`src/design/dfp_pkg.sv`:
```
// ----------------------------------------------------------------------------
// Display frame pacer package
// Field widths, command and register codes, controller command type.
// ----------------------------------------------------------------------------
package dfp_pkg;

    localparam int TAG_W      = 8;
    localparam int TIME_W     = 32;
    localparam int LIMIT_W    = 4;
    localparam int GRACE_W    = 9;
    localparam int DROP_W     = 3;
    localparam int CFG_IDX_W  = 1;
    localparam int CFG_DATA_W = 9;
    localparam int S_TDATA_W  = 40;
    localparam int M_TDATA_W  = 16;

    localparam logic CMD_FRAME = 1'b0;
    localparam logic CMD_TICK  = 1'b1;

    localparam logic [CFG_IDX_W-1:0] REG_QUEUE_LIMIT = 1'b0;
    localparam logic [CFG_IDX_W-1:0] REG_GRACE_TIME  = 1'b1;

    localparam logic [LIMIT_W-1:0] QUEUE_LIMIT_RESET = 4'd3;
    localparam logic [GRACE_W-1:0] GRACE_RESET       = 9'd0;
    localparam logic [DROP_W-1:0]  DROP_MAX          = 3'd7;

    typedef struct packed {
        logic accept;
        logic commit;
    } dfp_cmd_t;

endpackage

```
`src/design/display_frame_pacer_unit.sv`:
```
// ----------------------------------------------------------------------------
// Display frame pacer unit
// Paces decoded frames to display ticks with a token budget and grace time.
// ----------------------------------------------------------------------------
// Input stream: one transfer per event. s_tuser selects a frame arrival or a
// display tick; s_tdata carries the frame tag and the current time.
// Output stream: exactly one result transfer per input transfer, carrying
// whether a frame is shown, its tag, and how many queued frames were dropped.
// Configuration: cfg_wr_en with cfg_index 0 writes the queue limit, index 1
// the grace time; write only while no event is in flight.
// Timing: the event is captured into the item registers on the input transfer,
// the frame ring memories are read through their registered read ports, and
// the execute step then registers the result.
// The unit works on one event at a time; the next event is taken while the
// previous result still waits in the output register.
// Reset: tokens, queue pointers and last show time clear, the queue limit
// returns to 3 and the grace time to 0; the ring memories are not cleared.
// Stall: a result held by a low m_tready stays stable; an event already taken
// waits in the execute step until the output register frees.
// ----------------------------------------------------------------------------
module display_frame_pacer_unit #(
    parameter int QUEUE_DEPTH = 8
) (
    input  logic                            aclk,
    input  logic                            aresetn,
    input  logic                            s_tvalid,
    output logic                            s_tready,
    input  logic [dfp_pkg::S_TDATA_W-1:0]   s_tdata,   // frame_tag[7:0], now_time[39:8]
    input  logic                            s_tuser,   // cmd[0]
    output logic                            m_tvalid,
    input  logic                            m_tready,
    output logic [dfp_pkg::M_TDATA_W-1:0]   m_tdata,   // show_tag[7:0], dropped_count[10:8]
    output logic                            m_tuser,   // show_valid[0]
    input  logic                            cfg_wr_en,
    input  logic [dfp_pkg::CFG_IDX_W-1:0]   cfg_index,
    input  logic [dfp_pkg::CFG_DATA_W-1:0]  cfg_wdata
);

    dfp_pkg::dfp_cmd_t           cmd;
    logic                        out_show;
    logic [dfp_pkg::TAG_W-1:0]   out_tag;
    logic [dfp_pkg::DROP_W-1:0]  out_drop;

    dfp_ctrl u_ctrl (
        .aclk     (aclk),
        .aresetn  (aresetn),
        .s_tvalid (s_tvalid),
        .s_tready (s_tready),
        .m_tvalid (m_tvalid),
        .m_tready (m_tready),
        .cmd      (cmd)
    );

    dfp_datapath #(.QUEUE_DEPTH(QUEUE_DEPTH)) u_datapath (
        .aclk      (aclk),
        .aresetn   (aresetn),
        .cmd       (cmd),
        .in_cmd    (s_tuser),
        .in_tag    (s_tdata[7:0]),
        .in_time   (s_tdata[39:8]),
        .cfg_wr_en (cfg_wr_en),
        .cfg_index (cfg_index),
        .cfg_wdata (cfg_wdata),
        .out_show  (out_show),
        .out_tag   (out_tag),
        .out_drop  (out_drop)
    );

    assign m_tdata = {5'b0, out_drop, out_tag};
    assign m_tuser = out_show;

endmodule

```
`src/design/dfp_ram.sv`:
```
// ----------------------------------------------------------------------------
// Generic RAM
// One write port, one read port with registered read data.
// ----------------------------------------------------------------------------
module dfp_ram #(
    parameter int WIDTH = 8,
    parameter int DEPTH = 8,
    localparam int AW = (DEPTH > 1) ? $clog2(DEPTH) : 1
) (
    input  logic             aclk,
    input  logic             wr_en,
    input  logic [AW-1:0]    wr_addr,
    input  logic [WIDTH-1:0] wr_data,
    input  logic [AW-1:0]    rd_addr,
    output logic [WIDTH-1:0] rd_data
);

    logic [WIDTH-1:0] mem [DEPTH];
    logic [WIDTH-1:0] rd_data_reg;

    always_ff @(posedge aclk) begin
        if (wr_en) begin
            mem[wr_addr] <= wr_data;
        end
        rd_data_reg <= mem[rd_addr];
    end

    assign rd_data = rd_data_reg;

endmodule

```
`src/design/dfp_ctrl.sv`:
```
// ----------------------------------------------------------------------------
// Display frame pacer controller
// Sequences accept and execute steps and owns the result valid flag.
// ----------------------------------------------------------------------------
module dfp_ctrl (
    input  logic              aclk,
    input  logic              aresetn,
    input  logic              s_tvalid,
    output logic              s_tready,
    output logic              m_tvalid,
    input  logic              m_tready,
    output dfp_pkg::dfp_cmd_t cmd
);

    localparam logic ST_IDLE = 1'b0;
    localparam logic ST_EXEC = 1'b1;

    logic state_reg, state_next;
    logic m_valid_reg, m_valid_next;

    always_comb begin
        state_next   = state_reg;
        m_valid_next = m_valid_reg;
        cmd.accept   = 1'b0;
        cmd.commit   = 1'b0;
        if (m_valid_reg && m_tready) begin
            m_valid_next = 1'b0;
        end
        unique case (state_reg)
            ST_IDLE: begin
                if (s_tvalid) begin
                    cmd.accept = 1'b1;
                    state_next = ST_EXEC;
                end
            end
            ST_EXEC: begin
                if (!m_valid_reg || m_tready) begin
                    cmd.commit   = 1'b1;
                    m_valid_next = 1'b1;
                    state_next   = ST_IDLE;
                end
            end
        endcase
    end

    always_ff @(posedge aclk) begin
        if (!aresetn) begin
            state_reg   <= ST_IDLE;
            m_valid_reg <= 1'b0;
        end else begin
            state_reg   <= state_next;
            m_valid_reg <= m_valid_next;
        end
    end

    assign s_tready = (state_reg == ST_IDLE);
    assign m_tvalid = m_valid_reg;

endmodule

```
`src/design/dfp_datapath.sv`:
```
// ----------------------------------------------------------------------------
// Display frame pacer datapath
// Token and queue state, frame ring memories, show and drop decisions.
// ----------------------------------------------------------------------------
module dfp_datapath #(
    parameter int QUEUE_DEPTH = 8
) (
    input  logic                            aclk,
    input  logic                            aresetn,
    input  dfp_pkg::dfp_cmd_t               cmd,
    input  logic                            in_cmd,
    input  logic [dfp_pkg::TAG_W-1:0]       in_tag,
    input  logic [dfp_pkg::TIME_W-1:0]      in_time,
    input  logic                            cfg_wr_en,
    input  logic [dfp_pkg::CFG_IDX_W-1:0]   cfg_index,
    input  logic [dfp_pkg::CFG_DATA_W-1:0]  cfg_wdata,
    output logic                            out_show,
    output logic [dfp_pkg::TAG_W-1:0]       out_tag,
    output logic [dfp_pkg::DROP_W-1:0]      out_drop
);

    localparam int AW = (QUEUE_DEPTH > 1) ? $clog2(QUEUE_DEPTH) : 1;
    localparam int CW = $clog2(QUEUE_DEPTH + 1);
    localparam int TW = $clog2(QUEUE_DEPTH + 2);
    localparam int SW = CW + 1;
    localparam int DW = CW + 3;

    logic [dfp_pkg::LIMIT_W-1:0] limit_reg;
    logic [dfp_pkg::GRACE_W-1:0] grace_reg;
    logic [TW-1:0]               tok_reg, tok_next;
    logic [AW-1:0]               head_reg, head_next;
    logic [CW-1:0]               count_reg, count_next;
    logic [dfp_pkg::TIME_W-1:0]  last_reg, last_next;

    logic                        item_cmd_reg;
    logic [dfp_pkg::TAG_W-1:0]   item_tag_reg;
    logic [dfp_pkg::TIME_W-1:0]  item_time_reg;

    logic                        show_reg, show_next;
    logic [dfp_pkg::TAG_W-1:0]   tag_reg, tag_next;
    logic [dfp_pkg::DROP_W-1:0]  drop_reg, drop_next;

    logic [AW-1:0]               rd_head, rd_tail;
    logic [dfp_pkg::TAG_W-1:0]   head_tag, tail_tag;
    logic [dfp_pkg::TIME_W-1:0]  head_time;
    logic                        wr_en;
    logic [AW-1:0]               wr_addr;

    logic [CW-1:0]               lim;
    logic [TW-1:0]               tok_inc;
    logic [dfp_pkg::TIME_W-1:0]  dt_head, dt_last, grace_ext;
    logic [DW-1:0]               flush_cnt;
    logic [AW-1:0]               arr_head;
    logic [CW-1:0]               arr_count;

    function automatic logic [AW-1:0] slot_at(logic [AW-1:0] base, logic [CW-1:0] off);
        logic [SW-1:0] sum;
        sum = SW'(base) + SW'(off);
        if (sum >= SW'(QUEUE_DEPTH)) begin
            sum = sum - SW'(QUEUE_DEPTH);
        end
        return AW'(sum);
    endfunction

    assign rd_head = head_reg;
    assign rd_tail = slot_at(head_reg, count_reg - CW'(1));

    dfp_ram #(.WIDTH(dfp_pkg::TAG_W), .DEPTH(QUEUE_DEPTH)) u_tag_head (
        .aclk    (aclk),
        .wr_en   (wr_en),
        .wr_addr (wr_addr),
        .wr_data (item_tag_reg),
        .rd_addr (rd_head),
        .rd_data (head_tag)
    );

    dfp_ram #(.WIDTH(dfp_pkg::TAG_W), .DEPTH(QUEUE_DEPTH)) u_tag_tail (
        .aclk    (aclk),
        .wr_en   (wr_en),
        .wr_addr (wr_addr),
        .wr_data (item_tag_reg),
        .rd_addr (rd_tail),
        .rd_data (tail_tag)
    );

    dfp_ram #(.WIDTH(dfp_pkg::TIME_W), .DEPTH(QUEUE_DEPTH)) u_time (
        .aclk    (aclk),
        .wr_en   (wr_en),
        .wr_addr (wr_addr),
        .wr_data (item_time_reg),
        .rd_addr (rd_head),
        .rd_data (head_time)
    );

    always_comb begin
        if (limit_reg == '0) begin
            lim = CW'(1);
        end else if (int'(limit_reg) > QUEUE_DEPTH) begin
            lim = CW'(QUEUE_DEPTH);
        end else begin
            lim = CW'(limit_reg);
        end
    end

    always_comb begin
        tok_inc   = (tok_reg < (TW'(lim) + TW'(1))) ? tok_reg + TW'(1) : tok_reg;
        grace_ext = dfp_pkg::TIME_W'(grace_reg);
        dt_head   = item_time_reg - head_time;
        dt_last   = item_time_reg - last_reg;
        flush_cnt = DW'(count_reg) - DW'(1);

        tok_next   = tok_reg;
        head_next  = head_reg;
        count_next = count_reg;
        last_next  = last_reg;
        show_next  = 1'b0;
        tag_next   = '0;
        drop_next  = '0;
        wr_en      = 1'b0;
        arr_head   = head_reg;
        arr_count  = count_reg;

        if (item_cmd_reg == dfp_pkg::CMD_FRAME) begin
            if (tok_reg != '0 && grace_reg == '0) begin
                tok_next  = tok_reg - TW'(1);
                show_next = 1'b1;
                tag_next  = item_tag_reg;
            end else begin
                if (count_reg >= lim && count_reg != '0) begin
                    arr_head  = slot_at(head_reg, CW'(1));
                    arr_count = count_reg - CW'(1);
                    drop_next = 3'd1;
                end
                wr_en      = cmd.commit;
                head_next  = arr_head;
                count_next = arr_count + CW'(1);
            end
        end else begin
            tok_next = tok_inc;
            if (count_reg != '0 && tok_inc != '0 && dt_head >= grace_ext) begin
                tok_next   = tok_inc - TW'(1);
                show_next  = 1'b1;
                tag_next   = head_tag;
                head_next  = slot_at(head_reg, CW'(1));
                count_next = count_reg - CW'(1);
                last_next  = item_time_reg;
            end else if (count_reg != '0 && dt_last >= grace_ext) begin
                if (tok_inc != '0) begin
                    tok_next = tok_inc - TW'(1);
                end
                show_next  = 1'b1;
                tag_next   = tail_tag;
                drop_next  = (flush_cnt > DW'(7)) ? dfp_pkg::DROP_MAX : 3'(flush_cnt);
                count_next = '0;
                head_next  = '0;
                last_next  = item_time_reg;
            end
        end
        wr_addr = slot_at(arr_head, arr_count);
    end

    always_ff @(posedge aclk) begin
        if (!aresetn) begin
            limit_reg <= dfp_pkg::QUEUE_LIMIT_RESET;
            grace_reg <= dfp_pkg::GRACE_RESET;
            tok_reg   <= '0;
            head_reg  <= '0;
            count_reg <= '0;
            last_reg  <= '0;
        end else begin
            if (cfg_wr_en) begin
                unique case (cfg_index)
                    dfp_pkg::REG_QUEUE_LIMIT: limit_reg <= cfg_wdata[dfp_pkg::LIMIT_W-1:0];
                    dfp_pkg::REG_GRACE_TIME:  grace_reg <= cfg_wdata;
                endcase
            end
            if (cmd.commit) begin
                tok_reg   <= tok_next;
                head_reg  <= head_next;
                count_reg <= count_next;
                last_reg  <= last_next;
            end
        end
    end

    always_ff @(posedge aclk) begin
        if (cmd.accept) begin
            item_cmd_reg  <= in_cmd;
            item_tag_reg  <= in_tag;
            item_time_reg <= in_time;
        end
        if (cmd.commit) begin
            show_reg <= show_next;
            tag_reg  <= tag_next;
            drop_reg <= drop_next;
        end
    end

    assign out_show = show_reg;
    assign out_tag  = tag_reg;
    assign out_drop = drop_reg;

endmodule

```
`config.mk`:
```
export PLATFORM = sky130hd
export DESIGN_NAME = display_frame_pacer_unit
export DESIGN_NICKNAME = d
export VERILOG_FILES = /design/src/design/dfp_pkg.sv /design/src/design/display_frame_pacer_unit.sv /design/src/design/dfp_ram.sv /design/src/design/dfp_ctrl.sv /design/src/design/dfp_datapath.sv
export SDC_FILE = /design/constraint.sdc
export NUM_CORES = 1
export LEC_CHECK = 0
export ABC_AREA = 1
export BUFFER_PORTS_ARGS = -buffer_cell sky130_fd_sc_hd__buf_2
export CAP_MARGIN = 20
export CORE_MARGIN = 1.5
export CORE_UTILIZATION = 40
export CTS_CLUSTER_SIZE = 10
export DETAILED_ROUTE_END_ITERATION = 12
export PLACE_DENSITY = 0.54
export REMOVE_ABC_BUFFERS = 1
export SETUP_SLACK_MARGIN = 0.3
export SLEW_MARGIN = 0
export SYNTH_ARGS = -nofsm -noshare
export SYNTH_HDL_FRONTEND = slang
export SYNTH_SLANG_ARGS = --single-unit
```
`constraint.sdc`:
```
create_clock -name aclk -period 4.6 [get_ports aclk]
set_clock_uncertainty 0.1 [all_clocks]
set_input_delay 0.92 -clock aclk [delete_from_list [all_inputs] [get_ports aclk]]
set_output_delay 0.92 -clock aclk [all_outputs]
set_load 0.02 [all_outputs]
```
Yosys cells after proc, flatten, opt, wreduce, memory -nomap -nowiden
Memory sizes are Yosys's and may differ from the RTL's. A register that Yosys moved wholly into a read port is not among the register bits.
Cells that the tools add are included.
{"block": "classes", "add_sub_neg": 15, "n_mul": 0, "n_div": 0, "order_cmp": 9, "eq_ne": 2, "n_shift": 0, "muxes": 55, "bitwise_logic": 2, "n_reduce_logical": 21}
{"operator": "2-to-1 mux 4 bit", "n": 17}
{"operator": "greater-or-equal comparator 32 x 9 -> 1 bit", "n": 2}
{"operator": "2-to-1 mux 32 bit", "n": 2}
{"operator": "subtractor 32 bit", "n": 2}
{"operator": "2-to-1 mux 3 bit", "n": 14}
{"operator": "2-to-1 mux 8 bit", "n": 4}
{"operator": "2-to-1 mux 1 bit", "n": 17}
{"operator": "adder 4 x 1 -> 4 bit (second input constant)", "n": 3}
{"operator": "nonzero test 4 bit", "n": 3}
{"operator": "subtractor 4 x 1 -> 4 bit (second input constant)", "n": 3}
{"operator": "adder 3 x 4 -> 5 bit", "n": 2}
{"operator": "greater-or-equal comparator 5 x 4 -> 1 bit (second input constant)", "n": 2}
{"operator": "logical NOT 9 bit", "n": 1}
{"operator": "subtractor 3 x 1 -> 3 bit (second input constant)", "n": 3}
{"operator": "AND reduction 2 bit", "n": 4}
{"operator": "> comparator 7 x 3 -> 1 bit (second input constant)", "n": 1}
{"operator": "logical AND 1 bit", "n": 6}
{"operator": "AND reduction 3 bit", "n": 2}
{"operator": "subtractor 4 x 1 -> 5 bit (second input constant)", "n": 1}
{"operator": "adder 3 x 1 -> 4 bit (second input constant)", "n": 1}
{"operator": "greater-or-equal comparator 4 bit", "n": 1}
{"operator": "greater-or-equal comparator 4 bit (second input constant)", "n": 1}
{"operator": "> comparator 4 bit (second input constant)", "n": 1}
{"operator": "logical NOT 4 bit", "n": 1}
{"operator": "other kinds (8)", "n": 10}
{"block": "word_totals", "regBits": 111, "latch_bits": 0, "ram_bits": 384, "rom_bits": 0, "input_bits": 56, "out_inout_bits": 19, "wordCells": 121, "mem_count": 3}
{"name": "u_datapath.u_time.mem", "words": 8, "width": 32, "read_ports": 1, "rd_ports_with_merged_regs": 1, "write_ports": 1, "line": "dfp_ram.sv:18", "text": "logic [WIDTH-1:0] mem [DEPTH];"}
{"name": "u_datapath.u_tag_head.mem", "words": 8, "width": 8, "read_ports": 1, "rd_ports_with_merged_regs": 1, "write_ports": 1, "line": "dfp_ram.sv:18"}
{"name": "u_datapath.u_tag_tail.mem", "words": 8, "width": 8, "read_ports": 1, "rd_ports_with_merged_regs": 1, "write_ports": 1, "line": "dfp_ram.sv:18"}

Longest topological paths before layout
Gate-level depths: netlist of the first run.
{"block": "depth", "depth_word": 13, "ltp_mapped": 31, "ltp_nobuf": 31}

By module
A second synthesis of the first run with hierarchy kept.
{"block": "unflattened", "cells_unflattened": 3499, "hier_area_um2": 28587.4}
{"mod": "dfp_ram at u_datapath.u_time", "n_inst": 1, "cells_each": 1156, "area_per_inst_um2": 11872.6, "seq_area_each_um2": 8328.0}
{"mod": "dfp_datapath", "n_inst": 1, "cells_each": 1720, "area_per_inst_um2": 10488.8, "seq_area_each_um2": 2712.6}
{"mod": "dfp_ram at u_datapath.u_tag_head ...", "n_inst": 2, "cells_each": 303, "area_per_inst_um2": 3050.4, "seq_area_each_um2": 2082.0}
{"mod": "dfp_ctrl", "n_inst": 1, "cells_each": 11, "area_per_inst_um2": 83.8, "seq_area_each_um2": 40.0}
{"mod": "display_frame_pacer_unit", "n_inst": 1, "cells_each": 6, "area_per_inst_um2": 41.3, "seq_area_each_um2": 0.0}

Least setup slack after synthesis of the first run
OpenSTA, ideal clock, no wires.
{"block": "synth_timing", "path_kind": "register -> register", "start": "register u_datapath.limit_reg[1] (netlist name)", "end": "memory u_datapath.u_tag_tail.mem[24][0] (netlist: u_datapath.u_tag_tail.mem[6][0]), enable pin", "setup_time_ns": 0.438, "t_arrival_ns": 4.128, "required_time_ns": 4.062, "slack_ns": -0.066, "stages_incl_launch_ff": 18, "n_path_buf": 0, "period_less_slack_ns": 4.666, "path_cell_list": "dfxtp_1 > inv_1 > nor2_1 > inv_1 > ha_1 > inv_1 > nor2_1 > o211ai_1 > nand3_1 > nand2_1 > inv_1 > nand2_1 > a21oi_1 > fa_1 > xor2_1 > inv_1 > nand2_1 > nor2_1"}
{"block": "synth_via", "elab_chain_len": 13, "word_cells_on_any_way": 18, "classes_between": "add/sub (2); order compare (3); mux (11); reduce/logical (2)"}
{"element": "from (decl)", "line": "dfp_datapath.sv:28", "text": "logic [dfp_pkg::LIMIT_W-1:0] limit_reg;"}
{"element": "from (signal assigned)", "line": "dfp_datapath.sv:164", "text": "limit_reg <= dfp_pkg::QUEUE_LIMIT_RESET;"}
{"element": "from (signal assigned)", "line": "dfp_datapath.sv:173", "text": "dfp_pkg::REG_QUEUE_LIMIT: limit_reg <= cfg_wdata[dfp_pkg::LIMIT_W-1:0];"}
{"element": "> comparator 4 bit", "line": "dfp_datapath.sv:98", "text": "end else if (int'(limit_reg) > QUEUE_DEPTH) begin"}
{"element": "2-to-1 mux 4 bit", "line": "dfp_datapath.sv:98"}
{"element": "2-to-1 mux 4 bit (*)", "line": "dfp_datapath.sv:96", "text": "if (limit_reg == '0) begin"}
{"element": "greater-or-equal comparator 4 bit (*)", "line": "dfp_datapath.sv:129", "text": "if (count_reg >= lim && count_reg != '0) begin"}
{"element": "logical AND 1 bit (*)", "line": "dfp_datapath.sv:129"}
{"element": "2-to-1 mux 4 bit", "line": "dfp_datapath.sv:129"}
{"element": "2-to-1 mux 4 bit", "line": "dfp_datapath.sv:124", "text": "if (tok_reg != '0 && grace_reg == '0) begin"}
{"element": "2-to-1 mux 4 bit", "line": "dfp_datapath.sv:123", "text": "if (item_cmd_reg == dfp_pkg::CMD_FRAME) begin"}
{"element": "2-to-1 mux 4 bit", "line": "dfp_datapath.sv:124"}
{"element": "2-to-1 mux 4 bit", "line": "dfp_datapath.sv:123"}
{"element": "adder 3 x 4 -> 5 bit (*)", "line": "dfp_datapath.sv:58", "text": "sum = SW'(base) + SW'(off);"}
{"element": "greater-or-equal comparator 5 x 4 -> 1 bit / subtractor 3 x 1 -> 3 bit (equally long branches)", "line": "dfp_datapath.sv:59, dfp_datapath.sv:60"}
{"element": "2-to-1 mux 3 bit (*)", "line": "dfp_datapath.sv:59", "text": "if (sum >= SW'(QUEUE_DEPTH)) begin"}
{"element": "to (decl)", "line": "dfp_ram.sv:18"}
Every way passes the cells marked *; elsewhere a longest branch is shown, timed or not. The select of a mux whose other input is x is not followed.

Final worst setup path of the first run
{"block": "layout_timing", "start": "register u_datapath.item_time_reg[6] (netlist name)", "end": "register u_datapath.last_reg[8] (netlist name)"}
{"block": "layout_via", "elab_chain_len": 5, "word_cells_on_any_way": 9, "classes_between": "add/sub (2); order compare (2); mux (1); reduce/logical (4)"}
{"element": "from (decl)", "line": "dfp_datapath.sv:37", "text": "logic [dfp_pkg::TIME_W-1:0] item_time_reg;"}
{"element": "from (signal assigned)", "line": "dfp_datapath.sv:190", "text": "item_time_reg <= in_time;"}
{"element": "subtractor 32 bit (on tied branches)", "line": "dfp_datapath.sv:109, dfp_datapath.sv:108"}
{"element": "greater-or-equal comparator 32 x 9 -> 1 bit (on tied branches)", "line": "dfp_datapath.sv:147, dfp_datapath.sv:140"}
{"element": "logical AND 1 bit (on tied branches)", "line": "dfp_datapath.sv:147, dfp_datapath.sv:140"}
{"element": "nonzero test 2 bit (no source line)"}
{"element": "AND reduction 3 bit (no source line)"}
{"element": "to (signal assigned)", "line": "dfp_datapath.sv:181", "text": "last_reg <= last_next;"}
{"element": "to (decl)", "line": "dfp_datapath.sv:33", "text": "logic [dfp_pkg::TIME_W-1:0] last_reg, last_next;"}
Parallel ways exist; a longest one is shown, timed or not.
A chain may end at the register's enable or synchronous reset.

==> results of run 1 <==
## per-stage QoR
| stage | setup slack, ns | utilization, % | std cells | instance area, µm² | hold slack (ns) |
|---|---|---|---|---|---|
| floorplan | -2.147 | - | 2790 | 24150 | 0.3296 |
| global placement | 0.4654 | 42.81 | 3682 | 25930 | 0.3527 |
| detailed placement | 0.3001 | 42.81 | 3682 | 25930 | 0.3699 |
| CTS | 0.4105 | 45.61 | 3789 | 27630 | 0.3396 |
| global route | 0.2933 | 46.14 | 3813 | 27950 | 0.3517 |
| finish | 0.6571 | 46.14 | 3813 | 27950 | 0.3793 |
## critical path: cells and delay by family (launching register included)
| kind | cells | cell delay (ns) |
|---|---|---|
| xor gates and xnor gates | 1 | 0.15 |
| DFF | 1 | 0.48 |
| buffers and inverters | 4 | 0.44 |
| and+or+nand+nor | 22 | 2.05 |
| adders and majority gates | 2 | 0.64 |
## path summary, 6_finish.rpt
path | to | slack, ns
worst max-delay path | u_datapath.last_reg[8] | 0.66
worst min-delay path | u_datapath.item_time_reg[22] | 0.38
worst max register to register | u_datapath.last_reg[8] | 0.66
worst min register to register | u_datapath.limit_reg[0] | 0.38
## power groups by stage
stage	combinational, mW	sequential (mW)	clock [mW]
after floorplan	2.36	5.25	0
after detailed placement	3.48	5.25	0
after global placement	3.45	5.24	0
final	3.62	5.16	4.08
after CTS	3.52	5.16	4.19
after global routing	4.11	5.19	4.36
## area by class of cell
| type | count | area (µm²) | share of cell area [%] |
|---|---|---|---|
| clock buffer | 96 | 1572 | 5.622 |
| tap | 782 | 978.4 | 3.500 |
| sequential | 479 | 13330 | 47.68 |
| inverter | 409 | 1538 | 5.501 |
| timing repair buffer | 129 | 899.6 | 3.218 |
| clock inverter | 10 | 106.4 | 0.3804 |
| multi-input combinational | 1908 | 9533 | 34.10 |
## cells in the mapped netlist, drive strengths merged, types with 8 or more instances
cell,instances,area (µm²)
clkbuf,72,270.3
dfxtp,106,2122
nand3b,15,112.6
nand4,20,125.1
buf,27,160.2
nor3,8,40.04
a31oi,50,312.8
nand2,675,2561
a21oi,125,629.4
o211ai,10,75.07
xor2,21,183.9
xnor2,9,78.83
o21ai,247,1240
nand3,105,548.0
o22ai,33,206.5
inv,404,1516
edfxtp,373,11200
nor2,458,1732
ha,97,1214
## what timing repair did
action / in CTS / in global routing
gates resized for setup: 1 / 22
pin swaps: 0 / 2
endpoints found under the hold margin: 0 / 0
buffers inserted: 0 / 19
setup endpoints to repair: 5 / 173
cloned: 1 / 5
## per-layer routing
metal,vias up,track usage [%]
li1,9672,-
met5,-,0
met2,450,35.04
met3,95,3.034
met1,9069,30.58
met4,0,6.147
## cells by family after synthesis
family	count (synthesis)	share of synthesized area (%)
simple gates	1292	21.11
flops	479	54.23
fa+ha+maj	101	5.266
xor+xnor	30	1.069
compound gates	474	10.31
buf+inv	508	8.001
other cells	1	0.01526
## cell usage in the layout, fill, tap and decap left out, drive strengths merged
cell	n
a31oi	50
clkinv	11
a21o	1
a31o	1
nand3b	15
and2	7
ha	97
nand3	110
o211ai	10
clkbuf	96
buf	129
o21ai	247
nor2	458
fa	4
clkinvlp	1
xor2	21
a211oi	1
nand2	676
inv	406
o31ai	1
bufinv	1
xnor2	9
a22oi	1
conb	5
nor3	8
edfxtp	373
and3	1
o22ai	33
o21bai	4
a21oi	125
or2	3
nand4	20
dfxtp	106
==> flow_summary_export.csv, run 1 <==
group,metric,value,unit
outcome,outcome,"completed",
final_layout,fin_nets,3140,
synthesis,synth_ff_type,"edfxtp_1",
setup_path,cpPeakStageDelay,0.48,ns
placed_design,hpwlAfterDp,45720,µm
synthesis,netlist_instances,2885,
synthesis,synth_area,0.02457,mm²
route,top_layer,"met4",
power,leakage,12.16,nW
setup_path,cp-start-kind,"flop",
worst_hold_path,hold_class,"in -> reg",
grt,grt_usage,21.74,%
setup_path,path_class,"reg -> reg",
timing,fin_crit_sh,85.71,%
setup_path,crit_path_end_kind,"flop",
timing,worst_pin_slew,0.9699,ns
route,drtAntennaViolNets,0,
die,start_util,40.55,%
clock_tree,clkLatencyLatePin,0.62,ns
setup_path,crit_required,5.03,ns
timing,max_freq,253.6,MHz
timing,tns,0,ns
final_layout,syn2layout_area_growth,13.78,%
setup_path,crit_fanout,10,
power,p_sw_share,33.39,%
route,vias_per_cell,5.058,
worst_hold_path,hold_depth,1,
worst_hold_path,hp-start,"s_tdata[30]",
route,first_pass_iters,6,
power,power,12.86,mW
final_layout,fill_cells,5925,
die,ioPinCount,75,
die,die_y,250.8,µm
clock_tree,clockRootBuffer,"clkbuf_16",
die,rows,90,
power,vdd_drop_max,0.2793,mV
grt,grt_pass1_vias,18510,
final_layout,reg_top3,"u_datapath.u_time.mem (256), u_datapath.u_tag_tail.mem (64)",
synthesis,ys_ff_latch,479,
timing,rsz0062_at_grt,"false",
synthesis,avgSynthCellArea,8.516,µm²
route,routed_wl,69220,µm
clock_tree,holdBufCountCts,0,
setup_path,reg2reg_depth,29,
clock_tree,cts.sink_count,479,
power,p_int,8.563,mW
final_layout,largest_reg_flops,256,
power,switchingPower,4.293,mW
power,power_frac_seq,40.1,%
grt,grt_overflow_total,0,
synthesis,yosysWarnings,0,
power,comb_power_share,28.1,%
power,pwr-share-clk,31.7,%
grt,grt_pass1_wl,106000,µm
route,wl_met2,30990,µm
setup_path,crit_start,"u_datapath.item_time_reg[6]",
setup_path,arrival,4.37,ns
power,p_per_area,459.9,mW/mm²
synthesis,ys_seq_area_share,54.23,%
clock_tree,cts_tree,"done",
final_layout,largest_register,"u_datapath.u_time.mem",
clock_tree,clk_pin_slew_worst_paths,0.06,ns
synthesis,yosysUniqueCellTypes,44,
timing,slew-limit-headroom,35.27,%
synthesis,synth_edf_count,373,
placed_design,port_buffers,69,
setup_path,cp_common_cell,"nand2_1",
route,wl_per_cell,18.15,µm
final_layout,final_layout_size_suffix_gt1_share,8.116,%
route,drc,0,
route,dr_wl_met3,3586,µm
clock_tree,htree_levels,2,
placed_design,gp_congestion,0.8994,
route,drt_iter0_drc,1343,
grt,grt_max_degree,87,
synthesis,async_flop_share,0,%
grt,antenna_found_initial,0,
setup_path,rr_startpoint,"u_datapath.item_time_reg[6]",
setup_path,slowest_stage,"edfxtp_1",
job,drv_cap,0,
die,die_area,0.06292,mm²
clock_tree,clock_path_buffers,3,
timing,period_minus_slack,3.943,ns
final_layout,diodes,0,
die,core,0.06058,mm²
clock_tree,cts_buffers,56,
route,vias,19290,
timing,setup_viol,0,
die,die_x,250.8,µm
route,m1WireLength,33020,µm
timing,hold_violations,0,
timing,slew_violations,0,
No activity file was read; power rests on OpenSTA's default activity.
==> run 2: changes to the inputs <==
- CELL_PAD_IN_SITES_DETAIL_PLACEMENT: default -> 1
- CELL_PAD_IN_SITES_GLOBAL_PLACEMENT: default -> 1
- PLACE_DENSITY: 0.54 -> 0.68
==> flow_summary_export.csv, run 2 (synthesis results as in run 1) <==
group,metric,value,unit
timing,setup_viol,0,
final_layout,syn2layout_area_growth,15.05,%
grt,antenna_found_initial,2,
timing,worst_pin_slew,0.9781,ns
power,switchingPower,4.439,mW
power,comb_power_share,28.9,%
final_layout,reg_top3,"u_datapath.u_time.mem (256), u_datapath.u_tag_tail.mem (64)",
worst_hold_path,hold_depth,2,
route,wl_per_cell,20.52,µm
timing,fin_crit_sh,86.65,%
placed_design,hpwlAfterDp,54900,µm
power,leakage,12.33,nW
clock_tree,htree_levels,2,
route,drt_iter0_drc,1335,
die,start_util,40.55,%
power,p_int,8.652,mW
timing,rsz0062_at_grt,"false",
timing,slew-limit-headroom,34.80,%
placed_design,gp_congestion,0.8848,
grt,grt_max_degree,88,
route,routed_wl,78790,µm
setup_path,path_class,"reg -> reg",
final_layout,largest_reg_flops,256,
timing,fin_hold_ws,0.3648,ns
route,vias_per_cell,5.281,
clock_tree,cts_tree,"done",
timing,period_minus_slack,3.986,ns
clock_tree,holdBufCountCts,0,
clock_tree,clockRootBuffer,"clkbuf_16",
clock_tree,clock_path_buffers,3,
grt,grt_pass1_wl,119700,µm
final_layout,fin_nets,3165,
grt,grt_pass1_vias,20770,
die,core,0.06058,mm²
placed_design,port_buffers,69,
grt,grt_usage,24.75,%
route,drtAntennaViolNets,0,
power,vdd_drop_max,0.2753,mV
final_layout,layout_common_cells,"nand2_1 (667), nor2_1 (444), inv_1 (397)",
setup_path,crit_fanout,22,
clock_tree,cts.sink_count,479,
route,vias,20270,
final_layout,largest_register,"u_datapath.u_time.mem",
timing,fin_ws,0.6139,ns
power,power_frac_seq,39.4,%
setup_path,arrival,4.16,ns
setup_path,reg2reg_depth,18,
outcome,outcome,"completed",
timing,tns,0,ns
power,p_sw_share,33.91,%
route,drc,0,
die,die_y,250.8,µm
timing,max_freq,250.9,MHz
worst_hold_path,hold_class,"reg -> reg",
power,p_per_area,463.1,mW/mm²
grt,grt_overflow_total,0,
clock_tree,clk_pin_slew_worst_paths,0.06,ns
final_layout,final_common_cell,"nand2_1",
placed_design,dp_slack,0.1440,ns
clock_tree,cts_buffers,56,
die,ioPinCount,75,
setup_path,crit_path_end_kind,"flop",
final_layout,final_layout_size_suffix_gt1_share,9.165,%
clock_tree,clkLatencyLatePin,0.61,ns
job,drv_cap,0,
die,rows,90,
timing,slew_violations,0,
die,die_area,0.06292,mm²
setup_path,cp-start-kind,"flop",
die,die_x,250.8,µm
route,first_pass_iters,5,
power,pwr-share-clk,31.7,%
timing,hold_violations,0,
setup_path,crit_required,4.78,ns
==> run 2: changes by cell type in the layout (fill, tap and decap cells not counted), sizes merged <==
cell,change
buf,+28
clkbuf,+5
clkinv,-3
clkinvlp,-1
diode,+2
nand2,-1
nand3,-4
==> run 2: timing repair <==
action,CTS,global route
hold endpoints to repair,0,0
gates resized for setup,2,24
gates cloned,0,4
setup endpoints to repair,35,45
pin swaps,1,4
setup buffers,9,13
==> run 2: metal layers <==
| layer | wire (µm) | GRT usage [%] | vias up |
|---|---|---|---|
| li1 | - | - | 9696 |
| met1 | 36090 | 34.46 | 10040 |
| met2 | 37220 | 41.31 | 438 |
| met3 | 3874 | 2.930 | 105 |
| met4 | 1606 | 5.697 | 0 |
| met5 | 0 | 0 | - |
==> run 2: power groups by stage <==
stage | registers, mW | logic, mW | clock network (mW)
final | 5.16 | 3.78 | 4.15
after global routing | 5.18 | 4.27 | 4.37
after CTS | 5.16 | 3.68 | 4.22
after detailed placement | 5.25 | 3.61 | 0
after global placement | 5.24 | 3.51 | 0
after floorplan | 5.25 | 2.36 | 0
==> run 2: final timing paths <==
check / startpoint / endpoint / slack [ns]
min reg2reg: u_datapath.limit_reg[0] / u_datapath.limit_reg[0] / 0.36
max reg2reg: u_datapath.limit_reg[1] / u_datapath.u_time.mem[3][14] / 0.61
min: u_datapath.limit_reg[0] / u_datapath.limit_reg[0] / 0.36
max: u_datapath.limit_reg[1] / u_datapath.u_time.mem[3][14] / 0.61
==> run 2: critical path: stages, from the launching register on <==
cell and delay (ns):
dfxtp_1 0.31, inv_1 0.06, nor2_1 0.14, inv_1 0.09, ha_1 0.29, inv_1 0.04, nor2_1 0.11, o211ai_1 0.09
nand3_1 0.12, nand2_1 0.08, inv_1 0.09, nand2_1 0.20, nor2_1 0.21, a21oi_1 0.09, fa_1 0.47, xor2_1 0.30
nand2_1 0.23, nor2_4 0.34, buf_12 0.26
==> run 2: stage by stage <==
| stage | cell area [µm²] | cells | power (mW) | utilization [%] |
|---|---|---|---|---|
| finish | 28270 | 3839 | 13.09 | 46.66 |
| global route | 28260 | 3837 | 13.82 | 46.65 |
| CTS | 27980 | 3820 | 13.06 | 46.18 |
| detailed placement | 26220 | 3706 | 8.861 | 43.28 |
| global placement | 26220 | 3706 | 8.752 | 43.28 |
| floorplan | 24150 | 2790 | 7.611 | - |
==> run 2: final cells by class <==
| class | instances | area (µm²) |
|---|---|---|
| clock buffers | 99 | 1603 |
| flip-flops and latches | 479 | 13330 |
| clock inverters | 6 | 70.07 |
| well taps | 782 | 978.4 |
| inverters | 409 | 1540 |
| fillers | 7160 | 32320 |
| diodes | 2 | 5.005 |
| repair buffers | 159 | 1255 |
| multi-input cells | 1903 | 9488 |
